[src/hw/rtl/gost_pkg.sv]
`timescale 1ns / 1ps
`default_nettype none

package gost_pkg;

    localparam int NUM_ROUNDS = 32;
    localparam int NUM_KEYS   = 8;
    localparam int KEY_IDX_W  = 3;
    localparam int RND_IDX_W  = 5;
    localparam int ROT_LEFT   = 11;
    localparam int ENC_PHASE  = 24;  // first round of the reversed key order on encrypt
    localparam int DEC_PHASE  = 8;   // first round of the reversed key order on decrypt

    typedef logic [31:0]                   t_word;
    typedef logic [NUM_KEYS-1:0][31:0]     t_keys;
    typedef logic [KEY_IDX_W-1:0]          t_key_idx;
    typedef logic [RND_IDX_W-1:0]          t_rnd_idx;

    typedef enum logic {
        OP_ENCRYPT = 1'b0,
        OP_DECRYPT = 1'b1
    } t_op;

    // Control that travels alongside the data through every stage.
    typedef struct packed {
        logic valid;
        t_op  op;
    } t_ctl;

    // Row 0 substitutes the top nibble of the sum, row 7 the bottom one.
    localparam logic [3:0] SBOX [8][16] = '{
        '{4'h1, 4'h3, 4'hA, 4'h9, 4'h5, 4'hB, 4'h4, 4'hF,
          4'h8, 4'h6, 4'h7, 4'hE, 4'hD, 4'h0, 4'h2, 4'hC},
        '{4'hD, 4'hE, 4'h4, 4'h1, 4'h7, 4'h0, 4'h5, 4'hA,
          4'h3, 4'hC, 4'h8, 4'hF, 4'h6, 4'h2, 4'h9, 4'hB},
        '{4'h7, 4'h6, 4'h2, 4'h4, 4'hD, 4'h9, 4'hF, 4'h0,
          4'hA, 4'h1, 4'h5, 4'hB, 4'h8, 4'hE, 4'hC, 4'h3},
        '{4'h7, 4'h6, 4'h4, 4'hB, 4'h9, 4'hC, 4'h2, 4'hA,
          4'h1, 4'h8, 4'h0, 4'hE, 4'hF, 4'hD, 4'h3, 4'h5},
        '{4'h4, 4'hA, 4'h7, 4'hC, 4'h0, 4'hF, 4'h2, 4'h8,
          4'hE, 4'h1, 4'h6, 4'h5, 4'hD, 4'hB, 4'h9, 4'h3},
        '{4'h7, 4'hF, 4'hC, 4'hE, 4'h9, 4'h4, 4'h1, 4'h0,
          4'h3, 4'hB, 4'h5, 4'h2, 4'h6, 4'hA, 4'h8, 4'hD},
        '{4'h5, 4'hF, 4'h4, 4'h0, 4'h2, 4'hD, 4'hB, 4'h9,
          4'h1, 4'h7, 4'h6, 4'h3, 4'hC, 4'hE, 4'hA, 4'h8},
        '{4'hA, 4'h4, 4'h5, 4'h6, 4'h8, 4'h1, 4'h3, 4'h7,
          4'hD, 4'hC, 4'hE, 4'h0, 4'h9, 4'h2, 4'hB, 4'hF}
    };

    // Round function: key add, nibble substitution, rotate left.
    function automatic t_word round_fn(input t_word half, input t_word key);
        t_word sum;
        t_word sub;
        sum = half + key;
        for (int n = 0; n < 8; n++) begin
            sub[4*n +: 4] = SBOX[7-n][sum[4*n +: 4]];
        end
        return {sub[31-ROT_LEFT:0], sub[31:32-ROT_LEFT]};
    endfunction

    // Key word used by a given round for a given direction.
    function automatic t_key_idx key_sel(input t_op op, input t_rnd_idx rnd);
        t_key_idx lo;
        logic     fwd;
        lo = rnd[KEY_IDX_W-1:0];
        if (op == OP_DECRYPT) begin
            fwd = (rnd < t_rnd_idx'(DEC_PHASE));
        end else begin
            fwd = (rnd < t_rnd_idx'(ENC_PHASE));
        end
        return fwd ? lo : ~lo;
    endfunction

endpackage

`default_nettype wire

[src/hw/rtl/gost_keys.sv]
`timescale 1ns / 1ps
`default_nettype none

module gost_keys (
    input  wire                        i_clk,
    input  wire                        i_rst_n,
    input  wire                        i_cfg_we,
    input  wire gost_pkg::t_key_idx    i_cfg_index,
    input  wire gost_pkg::t_word       i_cfg_data,
    output gost_pkg::t_keys            o_keys
);

    gost_pkg::t_keys r_keys;

    always_ff @(posedge i_clk) begin
        if (!i_rst_n) begin
            r_keys <= '0;
        end else if (i_cfg_we) begin
            r_keys[i_cfg_index] <= i_cfg_data;
        end
    end

    assign o_keys = r_keys;

endmodule

`default_nettype wire

[config.mk]
export PLATFORM = sky130hd
export DESIGN_NAME = gost_keys
export DESIGN_NICKNAME = d
export VERILOG_FILES = /design/src/hw/rtl/gost_pkg.sv /design/src/hw/rtl/gost_keys.sv
export SDC_FILE = /design/constraint.sdc
export NUM_CORES = 1
export LEC_CHECK = 0
export BUFFER_PORTS_ARGS = -buffer_cell sky130_fd_sc_hd__buf_4
export CAP_MARGIN = 20
export CORE_ASPECT_RATIO = 0.7
export CORE_MARGIN = 3
export CORE_UTILIZATION = 23
export CTS_BUF_LIST = sky130_fd_sc_hd__clkbuf_4
export CTS_CLUSTER_SIZE = 16
export DETAILED_ROUTE_END_ITERATION = 16
export GPL_ROUTABILITY_DRIVEN = 0
export PLACE_DENSITY_LB_ADDON = 0.1
export SYNTH_ARGS = -nofsm -noshare
export SYNTH_HDL_FRONTEND = slang
export SYNTH_SLANG_ARGS = --single-unit
[constraint.sdc]
create_clock -name i_clk -period 2.1 [get_ports i_clk]
set_clock_uncertainty 0.2 [all_clocks]
set_input_delay 0.21 -clock i_clk [delete_from_list [all_inputs] [get_ports i_clk]]
set_output_delay 0.21 -clock i_clk [all_outputs]
set_load 0.1 [all_outputs]
==> results of run 1 <==
-- Yosys cell counts (all sizes together) --
cell type  number  area [um2]
nand2         288        1080
dfxtp         256        5120
mux2i         256        2560
buf            45         274
clkbuf         18        67.6
nand4b          3        26.3
nand4bb         3        33.8
nand4           1        6.26
nor4b           1        23.8
-- layout make-up --
class | instances | area share [%]
Antenna cell | 1 | 0.0187
Clock buffer | 107 | 6.01
Multi-Input combinational cell | 552 | 28.3
Timing Repair Buffer | 356 | 21.7
Clock inverter | 10 | 0.683
Tap cell | 527 | 4.93
Sequential cell | 256 | 38.3
-- layer usage --
layer | share of wire, % | up-vias | track usage [%]
met4 | 1.6 | 0 | 4.70
li1 | - | 3649 | -
met2 | 46 | 208 | 24.7
met1 | 45 | 3591 | 19.5
met5 | 0 | - | 0
met3 | 7.0 | 44 | 5.77
-- power by group through the flow --
stage | Combinational (uW) | Sequential [uW] | Clock (uW)
detailed placement | 1520 | 5130 | 0
global placement | 1520 | 5130 | 0
finish | 1560 | 5020 | 4690
global route | 1630 | 5030 | 5170
floorplan | 333 | 5890 | 0
CTS | 1580 | 5020 | 4950
-- logic make-up (layout without fill, tap and decap cells) --
logic type / Yosys count / in the layout
buf+inv: 63 / 473
flops: 256 / 256
mux: 256 / 256
other cells: 0 / 1
simple gates: 296 / 296
-- worst max-delay path by stage --
stage | end | slack, ps | depth (start not counted)
finish | o_keys[141] | 50 | 6
global route | o_keys[141] | 80 | 6
floorplan | o_keys[10] | 670 | 4
global placement | o_keys[155] | 440 | 4
CTS | o_keys[167] | 160 | 1
detailed placement | o_keys[145] | 440 | 4
-- critical path, cell delays in order --
cell and delay, ps:
dlygate4sd3_1 540, buf_4 180, nand4bb_4 430, buf_12 310
mux2i_1 140, dlygate4sd3_1 570
-- metrics by stage --
stage	cells	worst slack [ps]	util (%)	hold slack, ps	area (um2)
2_1_floorplan	871	666	-	288	9200
4_1_cts	1808	156	34.3	205	13400
6_report	1809	52.2	34.3	256	13400
3_3_place_gp	1651	441	31.0	245	12100
3_5_place_dp	1651	439	31.0	249	12100
5_1_grt	1809	83.2	34.3	250	13400
==> impl_metrics.env, run 1 <==
export IMPL_status="finished, final reports clean"
export IMPL_synth_fa_ha_area_share_pct=0
export IMPL_antenna_found_initial=1
export IMPL_worstReg2RegStart="o_keys[141]"
export IMPL_synth_compound_area_share_pct=0
export IMPL_ys_warn_count=0
export IMPL_hold_class="reg2reg"
export IMPL_synthCells=871
export IMPL_rows=60
export IMPL_track_usage_pct=15.5
export IMPL_peakVddDrop_mv=0.304
export IMPL_setup_tns_final_ps=0
export IMPL_grt_max_degree=58
export IMPL_multiInputGateArea_um2=3780
export IMPL_boundaryPins=294
export IMPL_min_from="o_keys[31]"
export IMPL_cp_arrival_ps=2400
export IMPL_seq_power_share_pct=44.6
export IMPL_p_comb_share_pct=13.8
export IMPL_critical_path_class="in2reg"
export IMPL_hold_viol=0
export IMPL_cts_made_buffers=70
export IMPL_antenna_left=0
export IMPL_cts_resized=0
export IMPL_clkSlewWorstSetupHoldPaths_ps=70
export IMPL_area_growth_pct=45.3
export IMPL_die_h_um=173
export IMPL_synth_simple_gate_area_share_pct=12.7
export IMPL_worstMarginPinSlew_ps=456
export IMPL_viasPerCell=4.14
export IMPL_die_area_um2=42500
export IMPL_maxSlewHeadroom_pct=69.5
export IMPL_drive_above_1_share_pct=33.7
export IMPL_dp_hpwl_um=21600
export IMPL_crit_start="i_cfg_index[0]"
export IMPL_mostFrequentLayoutCell="buf_4"
export IMPL_cts_sinks=256
export IMPL_ys_types=12
export IMPL_period_share_pct=97.5
export IMPL_switchingPower_uw=3390
export IMPL_p_leak_uw=0.00700
export IMPL_root_buffer="clkbuf_4"
export IMPL_clk_latency_ps=670
export IMPL_drv_slew=0
export IMPL_ctsLongestPathBuffers=3
export IMPL_die_x_um=245
export IMPL_cts_setup_buffers=0
export IMPL_rr_worst_depth=3
export IMPL_routedWlPerCell_um=18.4
export IMPL_port_buffers=293
export IMPL_synth_xor_area_share_pct=0
export IMPL_critical_path_max_fanout=24
export IMPL_power_density_nw_per_um2=843
export IMPL_grt_pass1_vias=7735
export IMPL_synth_mux_area_fraction_pct=27.9
export IMPL_drt_first_iter_violations=287
export IMPL_fin_crit_ps=2050
export IMPL_hold_buffers=40
export IMPL_dr_pass1_iters=4
export IMPL_routed_wl_um=33400
export IMPL_core_um2=39000
export IMPL_r2r_end="o_keys[141]"
export IMPL_fillCellCount=4025
export IMPL_cp_end_kind="flip-flop"
export IMPL_synth_seq_cells=256
export IMPL_fin_nets=1274
export IMPL_power_uw=11300
export IMPL_cp_data_required_time_ps=2450
export IMPL_holdPathStages=2
export IMPL_ys_seq_area_share_pct=55.7
export IMPL_hold_end="o_keys[31]"
export IMPL_gr_total_overflow=0
export IMPL_htree_levels=3
export IMPL_drc_errors=0
export IMPL_fmax_mhz=488
export IMPL_syn_cell_area_um2=9200
export IMPL_reg2reg_slack_ps=770
export IMPL_finalSetupViolCount=0
export IMPL_start_util_pct=23.6
export IMPL_p_int_uw=7890
export IMPL_tritoncts="yes"
export IMPL_rsz0062_at_grt="false"
export IMPL_clkPwrFrac_pct=41.6
export IMPL_largest_reg_flops=256
export IMPL_sw_frac_of_total_pct=30.0
export IMPL_syn_avg_cell_area_um2=10.6
export IMPL_regArea_um2=5120
export IMPL_cap_violations=0
export IMPL_final_cell_mix="buf_4, nand2_1, mux2i_1, dfxtp_1, clkbuf_4"
export IMPL_critical_path_startpoint_type="input pin"
export IMPL_vias=7492
export IMPL_grt_pass1_wl_um=50000
export IMPL_syn_nets=909
export IMPL_synth_top_family_by_area="multiplexers"
No activity file was read; power rests on OpenSTA's default activity.
==> run 2, diff against run 1 <==
- BUFFER_PORTS_ARGS: -buffer_cell sky130_fd_sc_hd__buf_4 -> default
- CTS_BUF_LIST: sky130_fd_sc_hd__clkbuf_4 -> sky130_fd_sc_hd__clkbuf_8
- DONT_BUFFER_PORTS: default -> 1
==> run 2 against run 1 <==
Compared with the run above:
- cell area rose by 16%
- critical path depth fell by 2
- first-iteration DRC count rose by 3.1%
- sequential power barely moved
- largest cell class unchanged
- critical endpoint is now o_keys[71]
==> impl_metrics.env, run 2 (synthesis results as in run 1) <==
export IMPL_rows=60
export IMPL_fmax_mhz=495
export IMPL_cts_sinks=256
export IMPL_diodes=0
export IMPL_status="finished, final reports clean"
export IMPL_viasPerCell=4.17
export IMPL_maxSlewHeadroom_pct=48.9
export IMPL_dp_hpwl_um=20100
export IMPL_hold_class="in2reg"
export IMPL_routed_wl_um=35600
export IMPL_largest_reg_flops=256
export IMPL_fin_crit_ps=2020
export IMPL_drc_errors=0
export IMPL_cp_end_kind="flip-flop"
export IMPL_start_util_pct=23.6
export IMPL_final_cell_mix="nand2_1, dlygate4sd3_1, buf_4"
export IMPL_tritoncts="yes"
export IMPL_reg2reg_slack_ps=190
export IMPL_setup_tns_final_ps=0
export IMPL_antenna_left=0
export IMPL_hold_end="o_keys[94]"
export IMPL_boundaryPins=294
export IMPL_power_density_nw_per_um2=744
export IMPL_routedWlPerCell_um=18.2
export IMPL_ctsLongestPathBuffers=3
export IMPL_dp_cells=1601
export IMPL_clkSlewWorstSetupHoldPaths_ps=60
export IMPL_grt_max_degree=200
export IMPL_die_h_um=173
export IMPL_cp_arrival_ps=2290
export IMPL_period_share_pct=96.1
export IMPL_critical_path_class="in2reg"
export IMPL_grt_pass1_vias=8459
export IMPL_track_usage_pct=16.5
export IMPL_gr_total_overflow=0
export IMPL_worstReg2RegStart="o_keys[83]"
export IMPL_port_buffers=0
export IMPL_cp_data_required_time_ps=2370
export IMPL_hold_buffers=283
export IMPL_worstMarginPinSlew_ps=767
export IMPL_hold_viol=0
export IMPL_area_growth_pct=68.0
export IMPL_die_x_um=245
export IMPL_htree_levels=2
export IMPL_clk_latency_ps=550
export IMPL_dr_pass1_iters=4
export IMPL_rr_worst_depth=4
export IMPL_p_leak_uw=0.00731
export IMPL_cts_setup_buffers=0
export IMPL_mostFrequentLayoutCell="nand2_1"
export IMPL_cts_made_buffers=45
export IMPL_final_cells=1960
export IMPL_fin_nets=1442
export IMPL_root_buffer="clkbuf_8"
export IMPL_core_um2=39000
export IMPL_min_from="i_cfg_we"
export IMPL_antenna_found_initial=0
export IMPL_drv_slew=0
export IMPL_rsz0062_at_grt="false"
export IMPL_critical_path_startpoint_type="input pin"
export IMPL_die_area_um2=42500
export IMPL_drive_above_1_share_pct=23.4
export IMPL_peakVddDrop_mv=0.327
export IMPL_critical_path_max_fanout=8
export IMPL_cap_violations=0
export IMPL_r2r_end="o_keys[83]"
export IMPL_grt_pass1_wl_um=53700
export IMPL_drt_first_iter_violations=296
export IMPL_holdPathStages=3
export IMPL_vias=8175
export IMPL_finalSetupViolCount=0
export IMPL_cts_resized=0
[run 2: how the worst max path moves through the flow]
stage	from	endpoint	slack [ps]	cells after the start
2_1_floorplan	i_cfg_index[1]	o_keys[10]	670	4
3_3_place_gp	i_cfg_index[0]	o_keys[79]	490	3
3_5_place_dp	i_cfg_index[0]	o_keys[78]	460	3
4_1_cts	i_cfg_index[1]	o_keys[71]	80	4
5_1_grt	i_cfg_index[1]	o_keys[77]	40	4
6_report	i_cfg_index[1]	o_keys[71]	80	4
[run 2: report_power, final]
group          total, uW  internal (uW)  switching, uW
combinational       1540            393           1150
sequential          4990           4960           29.9
clock               4960           2840           2120
total              11500           8200           3300
[run 2: metrics by stage]
step	utilization [%]	total power, uW	hold slack, ps	cell area (um2)	worst slack [ps]
finish	39.7	11500	72.2	15500	81.5
global route	39.7	12000	67.2	15500	38.9
CTS	39.7	11700	43.4	15500	84.4
detailed placement	29.8	6470	192	11600	457
global placement	29.8	6460	188	11600	488
floorplan	-	6230	288	9200	666
[run 2: critical path: stages]
cell and delay [ps]:
dlygate4sd3_1 580, nand4bb_4 230, dlygate4sd3_1 1000, mux2i_1 260
[run 2: cell type report]
class / count / area (um2)
clock buffers: 62 / 853
repair buffers: 549 / 4930
flip-flops and latches: 256 / 5120
multi-input cells: 552 / 3780
fillers: 3903 / 23500
well taps: 527 / 659
clock inverters: 14 / 105
[run 2: layer usage]
metal  up-vias  GRT usage, %  routed length [um]
met5         -             0                   0
met4         0          3.59                 536
met3        50          5.72                2780
met2       190          27.3               16500
met1      3983          20.7               15800
li1       3952             -                   -
