`src/hw/rtl/gost_pkg.sv`:
```
`timescale 1ns / 1ps
`default_nettype none

package gost_pkg;

    localparam int NUM_ROUNDS = 32;
    localparam int NUM_KEYS   = 8;
    localparam int KEY_IDX_W  = 3;
    localparam int RND_IDX_W  = 5;
    localparam int ROT_LEFT   = 11;
    localparam int ENC_PHASE  = 24;  // first round of the reversed key order on encrypt
    localparam int DEC_PHASE  = 8;   // first round of the reversed key order on decrypt

    typedef logic [31:0]                   t_word;
    typedef logic [NUM_KEYS-1:0][31:0]     t_keys;
    typedef logic [KEY_IDX_W-1:0]          t_key_idx;
    typedef logic [RND_IDX_W-1:0]          t_rnd_idx;

    typedef enum logic {
        OP_ENCRYPT = 1'b0,
        OP_DECRYPT = 1'b1
    } t_op;

    // Control that travels alongside the data through every stage.
    typedef struct packed {
        logic valid;
        t_op  op;
    } t_ctl;

    // Row 0 substitutes the top nibble of the sum, row 7 the bottom one.
    localparam logic [3:0] SBOX [8][16] = '{
        '{4'h1, 4'h3, 4'hA, 4'h9, 4'h5, 4'hB, 4'h4, 4'hF,
          4'h8, 4'h6, 4'h7, 4'hE, 4'hD, 4'h0, 4'h2, 4'hC},
        '{4'hD, 4'hE, 4'h4, 4'h1, 4'h7, 4'h0, 4'h5, 4'hA,
          4'h3, 4'hC, 4'h8, 4'hF, 4'h6, 4'h2, 4'h9, 4'hB},
        '{4'h7, 4'h6, 4'h2, 4'h4, 4'hD, 4'h9, 4'hF, 4'h0,
          4'hA, 4'h1, 4'h5, 4'hB, 4'h8, 4'hE, 4'hC, 4'h3},
        '{4'h7, 4'h6, 4'h4, 4'hB, 4'h9, 4'hC, 4'h2, 4'hA,
          4'h1, 4'h8, 4'h0, 4'hE, 4'hF, 4'hD, 4'h3, 4'h5},
        '{4'h4, 4'hA, 4'h7, 4'hC, 4'h0, 4'hF, 4'h2, 4'h8,
          4'hE, 4'h1, 4'h6, 4'h5, 4'hD, 4'hB, 4'h9, 4'h3},
        '{4'h7, 4'hF, 4'hC, 4'hE, 4'h9, 4'h4, 4'h1, 4'h0,
          4'h3, 4'hB, 4'h5, 4'h2, 4'h6, 4'hA, 4'h8, 4'hD},
        '{4'h5, 4'hF, 4'h4, 4'h0, 4'h2, 4'hD, 4'hB, 4'h9,
          4'h1, 4'h7, 4'h6, 4'h3, 4'hC, 4'hE, 4'hA, 4'h8},
        '{4'hA, 4'h4, 4'h5, 4'h6, 4'h8, 4'h1, 4'h3, 4'h7,
          4'hD, 4'hC, 4'hE, 4'h0, 4'h9, 4'h2, 4'hB, 4'hF}
    };

    // Round function: key add, nibble substitution, rotate left.
    function automatic t_word round_fn(input t_word half, input t_word key);
        t_word sum;
        t_word sub;
        sum = half + key;
        for (int n = 0; n < 8; n++) begin
            sub[4*n +: 4] = SBOX[7-n][sum[4*n +: 4]];
        end
        return {sub[31-ROT_LEFT:0], sub[31:32-ROT_LEFT]};
    endfunction

    // Key word used by a given round for a given direction.
    function automatic t_key_idx key_sel(input t_op op, input t_rnd_idx rnd);
        t_key_idx lo;
        logic     fwd;
        lo = rnd[KEY_IDX_W-1:0];
        if (op == OP_DECRYPT) begin
            fwd = (rnd < t_rnd_idx'(DEC_PHASE));
        end else begin
            fwd = (rnd < t_rnd_idx'(ENC_PHASE));
        end
        return fwd ? lo : ~lo;
    endfunction

endpackage

`default_nettype wire

```
`src/hw/rtl/gost_rnd.sv`:
```
`timescale 1ns / 1ps
`default_nettype none

// One Feistel round with its pipeline register. The half in x feeds the
// round function; the halves swap on every round.
module gost_rnd (
    input  wire                    i_clk,
    input  wire                    i_rst_n,
    input  wire gost_pkg::t_ctl    i_ctl,
    input  wire gost_pkg::t_word   i_x,
    input  wire gost_pkg::t_word   i_y,
    input  wire gost_pkg::t_word   i_key,
    input  wire                    i_ready,
    output logic                   o_ready,
    output gost_pkg::t_ctl         o_ctl,
    output gost_pkg::t_word        o_x,
    output gost_pkg::t_word        o_y
);

    logic              r_valid;
    gost_pkg::t_op     r_op;
    gost_pkg::t_word   r_x;
    gost_pkg::t_word   r_y;
    gost_pkg::t_word   n_x;

    // The stage can take a new item when it is empty or its item moves on.
    assign o_ready = !r_valid || i_ready;
    assign n_x     = i_y ^ gost_pkg::round_fn(i_x, i_key);

    always_ff @(posedge i_clk) begin
        if (!i_rst_n) begin
            r_valid <= 1'b0;
        end else if (o_ready) begin
            r_valid <= i_ctl.valid;
        end
    end

    always_ff @(posedge i_clk) begin
        if (o_ready && i_ctl.valid) begin
            r_op <= i_ctl.op;
            r_x  <= n_x;
            r_y  <= i_x;
        end
    end

    assign o_ctl.valid = r_valid;
    assign o_ctl.op    = r_op;
    assign o_x         = r_x;
    assign o_y         = r_y;

endmodule

`default_nettype wire

```
`config.mk`:
```
export PLATFORM = sky130hd
export DESIGN_NAME = gost_rnd
export DESIGN_NICKNAME = d
export VERILOG_FILES = /design/src/hw/rtl/gost_pkg.sv /design/src/hw/rtl/gost_rnd.sv
export SDC_FILE = /design/constraint.sdc
export NUM_CORES = 1
export LEC_CHECK = 0
export BUFFER_PORTS_ARGS = -buffer_cell sky130_fd_sc_hd__buf_4
export CORE_MARGIN = 4
export CORE_UTILIZATION = 44
export DETAILED_ROUTE_END_ITERATION = 7
export PLACE_DENSITY = 0.81
export SLEW_MARGIN = 20
export SYNTH_ARGS = -nofsm -noshare
export SYNTH_HDL_FRONTEND = slang
export SYNTH_SLANG_ARGS = --single-unit
```
`constraint.sdc`:
```
create_clock -name i_clk -period 6.4 [get_ports i_clk]
set_input_delay 1.28 -clock i_clk [delete_from_list [all_inputs] [get_ports i_clk]]
set_output_delay 1.28 -clock i_clk [all_outputs]
set_load 0.01 [all_outputs]
```
==> results of run 1 <==
## area by class of cell
type / instances / area, um^2
clock buffer: 11 / 232.7
fill: 943 / 4586
clock inverter: 4 / 43.79
inverter: 32 / 120.1
tap: 143 / 178.9
sequential: 66 / 1972
timing repair buffer: 168 / 1261
multi-input combinational: 374 / 2975
## critical path: cells and delay by family
| family | cells | cell delay (ns) |
|---|---|---|
| buf+inv | 4 | 0.35 |
| mux | 1 | 0.18 |
| compound gates | 7 | 1.53 |
| fa+ha+maj | 3 | 0.90 |
| xor+xnor | 1 | 0.16 |
| simple gates | 2 | 0.30 |
## flip-flops by register name, indices dropped and copies added (netlist names)
name     flops
o_x         32
o_y         32
r_op         1
r_valid      1
## power groups by stage
stage | logic, uW | registers (uW) | clock network [uW]
2_1_floorplan | 439 | 627 | 0
3_3_place_gp | 676 | 592 | 0
3_5_place_dp | 715 | 595 | 0
4_1_cts | 719 | 587 | 483
5_1_grt | 792 | 591 | 507
6_report | 718 | 586 | 476
## worst paths after layout
check | to | slack, ns
max | o_x[8] | 1.78
min | r_valid | 0.57
max reg2reg | o_x[15] | 4.76
min reg2reg | r_valid | 0.57
## synthesized netlist by cell type, types with 3 or more instances
| cell type | number |
|---|---|
| o21ai_0 | 23 |
| o21a_1 | 5 |
| xnor2_1 | 27 |
| nand2_1 | 23 |
| mux4_2 | 4 |
| a211oi_1 | 8 |
| and2_1 | 5 |
| xor2_1 | 30 |
| a31oi_1 | 6 |
| a211o_1 | 3 |
| o21bai_1 | 4 |
| nor2b_1 | 13 |
| or3_1 | 5 |
| a21oi_1 | 44 |
| a21o_1 | 11 |
| nor3_1 | 7 |
| ha_1 | 62 |
| mux2i_1 | 11 |
| edfxtp_1 | 65 |
| nand3_1 | 8 |
| inv_1 | 32 |
| nand2b_1 | 5 |
| a221oi_1 | 4 |
| nor2_1 | 20 |
| o211ai_1 | 4 |
| and3_1 | 4 |
## logic make-up after synthesis
kind of cell / Yosys count
and+or+nand+nor: 98
DFF: 66
AOI/OAI and AO/OA: 136
buffers and inverters: 37
xor gates and xnor gates: 59
adders and majority gates: 64
muxes: 17
## placed cells by master, fill, tap and decap left out, drive strengths merged, types with 6 or more instances in the layout
master and instances:
nand3 8, buf 168, xnor2 29, a21oi 46, inv 32, xor2 30
clkbuf 11, ha 62, o21ai 24, nand2 23, nor3 7, a31oi 6
nor2b 13, a21o 11, edfxtp 65, mux2i 11, a211oi 10, nor2 20
## per-layer routing
layer / up-vias / share of wire / track usage / wire (um)
li1: 2115 / - / - / -
met1: 2034 / 0.39 / 0.2076 / 5034
met2: 131 / 0.52 / 0.3472 / 6722
met3: 27 / 0.063 / 0.04961 / 821
met4: 0 / 0.029 / 0.07347 / 379
met5: - / 0 / 0 / 0
## per-stage QoR
step / setup slack, ns / power [uW] / hold slack, ns / cells / util
2_1_floorplan: 2.054 / 1066 / 0.5658 / 477 / -
3_3_place_gp: 1.578 / 1268 / 0.5500 / 783 / 0.5724
3_5_place_dp: 1.445 / 1310 / 0.5675 / 783 / 0.5724
4_1_cts: 1.781 / 1790 / 0.5767 / 798 / 0.5967
5_1_grt: 1.482 / 1890 / 0.6363 / 798 / 0.5967
6_report: 1.780 / 1779 / 0.5705 / 798 / 0.5967
==> summary.md, run 1 <==
The internal power contribution is 1201 uW. The quantity of I/O buffers inserted on ports is 167, and the area overhead of the layout relative to synthesis is 32.99%. Summed over all nets, the half-perimeter wirelength after detailed placement is 10400 um.

The hold path depth came out at 2. The tree built by TritonCTS fans out to 66 sinks. The post-synthesis adder-cell area fraction is 0.1582, and the maximum clock frequency is 216.4 MHz. For the worst setup path, the data required time is 6.48 ns. The final global-route overflow total was 0; the buffer count from post-CTS setup fixing was 0. In this run the count of I/O pins placed on the die edge is 168. From bottom edge to top edge, the die measures 115.7 um. Share of async-settable or async-resettable flops after synthesis: 0. Count of distinct cell types in the synthesized netlist: 64. The launching instance or port of the critical path was i_x[0].

In this design, the stage delay of the slowest critical-path cell is 0.41 ns. For this block, the initial DRC count from the detailed router was 209. The global routing usage summed across all routing layers was 0.1889. The worst setup path is captured at a flip-flop.

In the final routed layout, each cell accounts on average for 16.24 um. By area, the combinational part of the netlist is dominated by compound AO/OA/AOI/OAI gates. The final design area excluding fillers is 6784 um^2, and the later-pin clock latency in the skew report is 0.34 ns. The global-route wire length before repair is 19870 um. The portion of netlist area occupied by mux cells came out at 0.04366. The headroom to the max-slew limit was 0.4175. Share of the synthesized area in compound gates (AO/OA/AOI/OAI): 0.1793.

At the pin with the least slew margin, the transition time is 0.8737 ns. The quantity of gates resized following cts is 0, and the vias after detailed routing is 4307. Setup repair after global routing left no endpoint under its margin. The run finished with clean final reports. The worst hold path belongs to the class flip-flop to flip-flop. Clock-pin slew was measured on the worst setup and hold paths at 0.05 ns. The net count of the finished layout is 815. Power spread over the standard cell area amounts to 262.3 nW/um^2. The critical path in this run is classified as input pin to flip-flop. In this run the most critical hold path is launched from r_valid. The sequential share of the synthesized area is 0.3866, and the total negative slack for setup checks is 0 ns. The analysis attributes to net switching a power of 578.0 uW. IR analysis of the VDD net gives a maximum drop of 0.0001491 V. Final-report setup violation count: 0.

Counting every net in the synthesized netlist gives 641. The cell that appears most often on the critical path is inv_1. The DRC violation count after routing is 0.

The synthesized design contains 66 register bits. The arrival time of the worst setup path was 4.70 ns; the antenna diode instance count was 0. Among all flip-flop cells after synthesis, the most frequent one is edfxtp_1.

The count of nets left with antenna violations once routing finished came out at 0. Post-synthesis average cell area: 10.69 um^2. In this run the deepest clock path goes through 2 buffers. In this run the critical register-to-register path is launched from r_valid. By area the synthesized netlist is led by edfxtp_1 38%, ha_1 15%, xor2_1 5.2%. Walking the worst path, the cells encountered are buf_4 > ha_1 > inv_1 > fa_1 > nor2b_1 > o2111ai_1 > a21oi_1 > o21ai_1 > a21oi_1 > o31ai_1 > a211o_1 > nand3_1 > inv_1 > ha_1 > inv_1 > mux2i_1 > o221ai_2 > xor2_1. The tools report the synthesis warning total as 0.

The post-synthesis cell area was 5101 um^2. The minimum clock period after layout came out at 4.620 ns. TritonCTS built the clock tree. The switching fraction of total power is 0.3248, and the synthesized netlist cell count is 477.

The highest fanout seen on the critical path is 7, and the wire length reported by the detailed router is 12960 um. The count of flip-flops with a built-in enable after synthesis is 65. In the routed layout, each cell is associated on average with a via count of 5.397.

Part of the total power dissipated in sequential elements: 0.329. The portion of total power attributed to combinational logic was 0.403. The standard cell with the maximum stage delay on the critical path is fa_1. At the end of routability-driven placement, the weighted congestion stood at 0.9048. The proportion of layout cells with a drive suffix above 1 was 0.3023; the number of pins with negative max-slew slack in the final report was 0.

For the hold violation total from the final report, the log shows 0. For the hold buffer count at CTS, the log shows 0. Clock tree synthesis selected as its root buffer the cell clkbuf_16. For the worst clock skew, the log shows 0.005220 ns. For the fraction of power consumed by the clock network, the log shows 0.267.

The area share of the leading cell type in the synthesized netlist is 0.3826, and the number of buffers created by CTS is 9. The placed standard-cell area was 6507 um^2; the post-route fraction of the period consumed by the critical path was 0.7219. The tools report the depth of the CTS H-tree as 3. For the number of violations of the max-capacitance limit, the log shows 0.

The tools report the count of standard-cell rows as 39. The area share of xor/xnor cells in the synthesized design is 0.1042. The number of global-route vias before repair was 4212; the number of search-and-repair iterations in the first detailed-routing pass was 6. The synthesized design spends more area on one cell type than any other, namely edfxtp_1. The run gives 0.4487 as the initial standard-cell utilization of the core. Entering global routing, the biggest net connects 66 pins. The worst setup path is launched from an input pin. The initial antenna violation count was 0. The basic-gate share of the synthesized area counting and, or, nand and nor cells is 0.09762. Measured in cells, the most critical reg-to-reg path has a length of 3.

For this design the static power due to leakage is 0.003045 uW. The die span in x works out to 115.7 um. The die area was 13380 um^2; the core area was 11370 um^2.
Power figures use the tool's default switching activity.
==> run 2, diff against run 1 <==
clock period = 4.4 ns   (was 6.4 ns; I/O delays follow)
==> summary.md, run 2 (synthesized netlist as in run 1, its figures left out) <==
The run finished with clean final reports. The hold-critical path endpoint is r_valid. CTS root buffer: clkbuf_16. The tools report the weighted congestion reported at the end of routability-driven placement as 0.8834 (-2.4%). For the total clock sinks, the log shows 66 (unchanged).

The library cell used most frequently in the layout, excluding fill and tap cells, is buf_4. The logs give 9 (unchanged) for the number of buffers created by CTS and 1972 um^2 (unchanged) for the combined flip-flop and latch cell area. The depth of the CTS H-tree was 3 (unchanged); the initial standard-cell utilization of the core was 0.4487 (unchanged). The wire length reported by the detailed router is 12680 um (-2.1%), and the antenna diode instance count is 0 (unchanged). The arrival time of the worst setup path was 4.18 ns (-0.52 ns). The die area was 13380 um^2 (unchanged); the fraction of power consumed by the clock network was 0.282 (+0.015). The internal power contribution was 1813 uW (+51%); the number of instances in the placed design was 789 (+0.77%). Traced cell by cell, the critical path runs through buf_4 > ha_1 > inv_1 > fa_1 > nor2b_1 > o2111ai_1 > a21oi_1 > o21ai_1 > a21oi_1 > o31ai_1 > a211o_1 > nand3_1 > inv_1 > ha_1 > or3b_1 > a31oi_1 > xor2_1.

Number of global-route vias before repair: 4340 (+3.0%). The tools report the later-pin clock latency in the skew report as 0.33 ns (about the same). The quantity of I/O buffers inserted on ports came out at 167 (unchanged). The total number of nets in the final design was 821 (+0.74%); the placed wire-length estimate after detailed placement was 10300 um (-0.96%).

STA classifies the critical path startpoint as an input pin. The minimum clock period after layout works out to 4.105 ns. The portion of total power attributed to combinational logic is 0.397 (-0.006), and the maximum clock frequency is 243.6 MHz. The die span in x came out at 115.7 um (unchanged). The maximum clock insertion buffer count was 2 (unchanged); the buffer count from post-CTS setup fixing was 0 (unchanged). Initial antenna violation count: 0 (unchanged). The global-route wire length before repair came out at 20130 um (+1.3%). The run gives 0 (unchanged) as the quantity of gates resized following cts.

The standard cell with the maximum stage delay on the critical path was o31ai_1. For the worst voltage drop across the vdd grid, the log shows 0.0002453 V (+65%). For the count of standard-cell rows, the log shows 39 (unchanged).

Area taken by multi-input logic gates: 2975 um^2 (unchanged). In this run the worst hold path is classified as flip-flop to flip-flop. The tools report the terminus of the critical flop-to-flop path as o_y[9].

The tools report the number of violations of the max-capacitance limit as 0 (unchanged). The worst hold path begins at r_valid. The run gives 804 (+0.75%) as the final cell count without fillers. The highest fanout seen on the critical path was 7 (unchanged); the worst clock skew was 0.003778 ns (-0.001443 ns). The number of pins with negative max-slew slack in the final report was 0 (unchanged); the post-detailed-route wirelength per cell was 15.77 um (-2.9%).

The post-route fraction of the period consumed by the critical path came out at 0.9329. Endpoint kind of the worst setup timing path: a flip-flop. The tools report the launching instance or port of the critical path as i_x[0].

The tools report the post-route total power as 2647 uW (+49%). The top-level I/O count was 168 (unchanged). The worst register-to-register path begins at r_valid. Logic depth of the worst register-to-register path: 3 (unchanged). The run gives 944 (+0.11%) as the filler cell count. The total power density per cell area works out to 386.3 nW/um^2 (+47%).

The run gives 0.003082 uW (+1.2%) as the static leakage. The flop-to-flop setup slack is 2.43 ns (-2.33 ns). The height of the die was 115.7 um (unchanged). For the part of the total power dissipated in sequential elements, the log shows 0.321 (-0.008). The run gives 0 (unchanged) as the DRC violation count after routing. The critical path's largest stage delay was 0.43 ns (+0.02 ns); the global routing usage summed across all routing layers was 0.1906 (+0.001642). The area overhead of the layout relative to synthesis came out at 34.34%. TritonCTS built the clock tree. Transition time of the tightest slew-check pin: 0.6737 ns (-0.2000 ns). The hold buffer count at CTS was 0 (unchanged); the pin count of the biggest net entering global routing was 40 (-39%).

The switching fraction of total power is 0.3150 (-0.009845), and the headroom to the max-slew limit is 0.5509 (+0.1333). The proportion of layout cells with a drive suffix above 1 is 0.3071 (+0.004820). The final global-route overflow total was 0 (unchanged); the final-report setup violation count was 0 (unchanged).

The vias after detailed routing was 4298 (-0.21%). The required time of the worst setup path came out at 4.48 ns (-2.00 ns). The hold violation total from the final report is 0 (unchanged). Clock-pin slew on the worst setup and hold paths: 0.05 ns (about the same). The detailed router's first-iteration violation count is 244 (+17%). The critical path in this run is classified as input pin to flip-flop. The number of search-and-repair iterations in the first detailed-routing pass came out at 5 (-1).

Setup repair after global routing left no endpoint under its margin. In the layout the commonest cells are 174 x buf_4, 65 x edfxtp_1, 62 x ha_1, 44 x a21oi_1, 32 x inv_1. The core area was 11370 um^2 (unchanged). Number of vias per cell after detailed routing: 5.346 (-0.95%). The tools report the net load switching power as 833.8 uW (+44%). The hold path depth works out to 2 (unchanged). For the post-route antenna net violation count, the log shows 0 (unchanged).
[run 2: layer usage]
metal,up-vias,part of all wire,global-route usage
met5,-,0,0
met2,164,0.51,0.3383
met1,1983,0.39,0.2202
met3,28,0.067,0.03655
met4,0,0.034,0.09281
li1,2123,-,-
[run 2: worst max-delay path by stage]
stage | cells after the start | slack (ns) | to
finish | 17 | 0.30 | o_x[7]
global route | 17 | 0.06 | o_x[7]
CTS | 17 | 0.33 | o_x[7]
detailed placement | 17 | -0.01 | o_x[7]
global placement | 18 | 0.14 | o_x[8]
floorplan | 17 | 0.45 | o_x[8]
[run 2: metrics by stage]
stage / instance area (um^2) / hold WS (ns) / utilization / setup TNS (ns) / setup slack, ns
finish: 6853 / 0.5416 / 0.6027 / 0 / 0.2954
floorplan: 5101 / 0.5658 / - / 0 / 0.4543
global route: 6853 / 0.6064 / 0.6027 / 0 / 0.05565
detailed placement: 6553 / 0.5564 / 0.5763 / -0.01177 / -0.01177
CTS: 6853 / 0.5641 / 0.6027 / 0 / 0.3325
global placement: 6553 / 0.5488 / 0.5763 / 0 / 0.1447
[run 2: final cells by class]
cell class,count,area share
timing repair buffer,174,0.1906
tap,143,0.02611
clock buffer,11,0.03396
multi-input combinational,374,0.4342
clock inverter,4,0.009859
sequential,66,0.2877
inverter,32,0.01753
[run 2: worst max-delay path, delay by kind of cell]
kind	cells	cell delay (ns)
AO/OA/AOI/OAI	7	1.62
XOR/XNOR	1	0.09
adder cells (fa/ha/maj)	3	0.61
buffers and inverters	3	0.42
AND/OR/NAND/NOR	3	0.55
[run 2: power groups by stage]
stage / clock (uW) / sequential, uW / combinational [uW]
finish: 747 / 850 / 1050
global route: 788 / 860 / 1170
CTS: 763 / 852 / 1060
detailed placement: 0 / 865 / 1050
global placement: 0 / 861 / 994
floorplan: 0 / 912 / 639
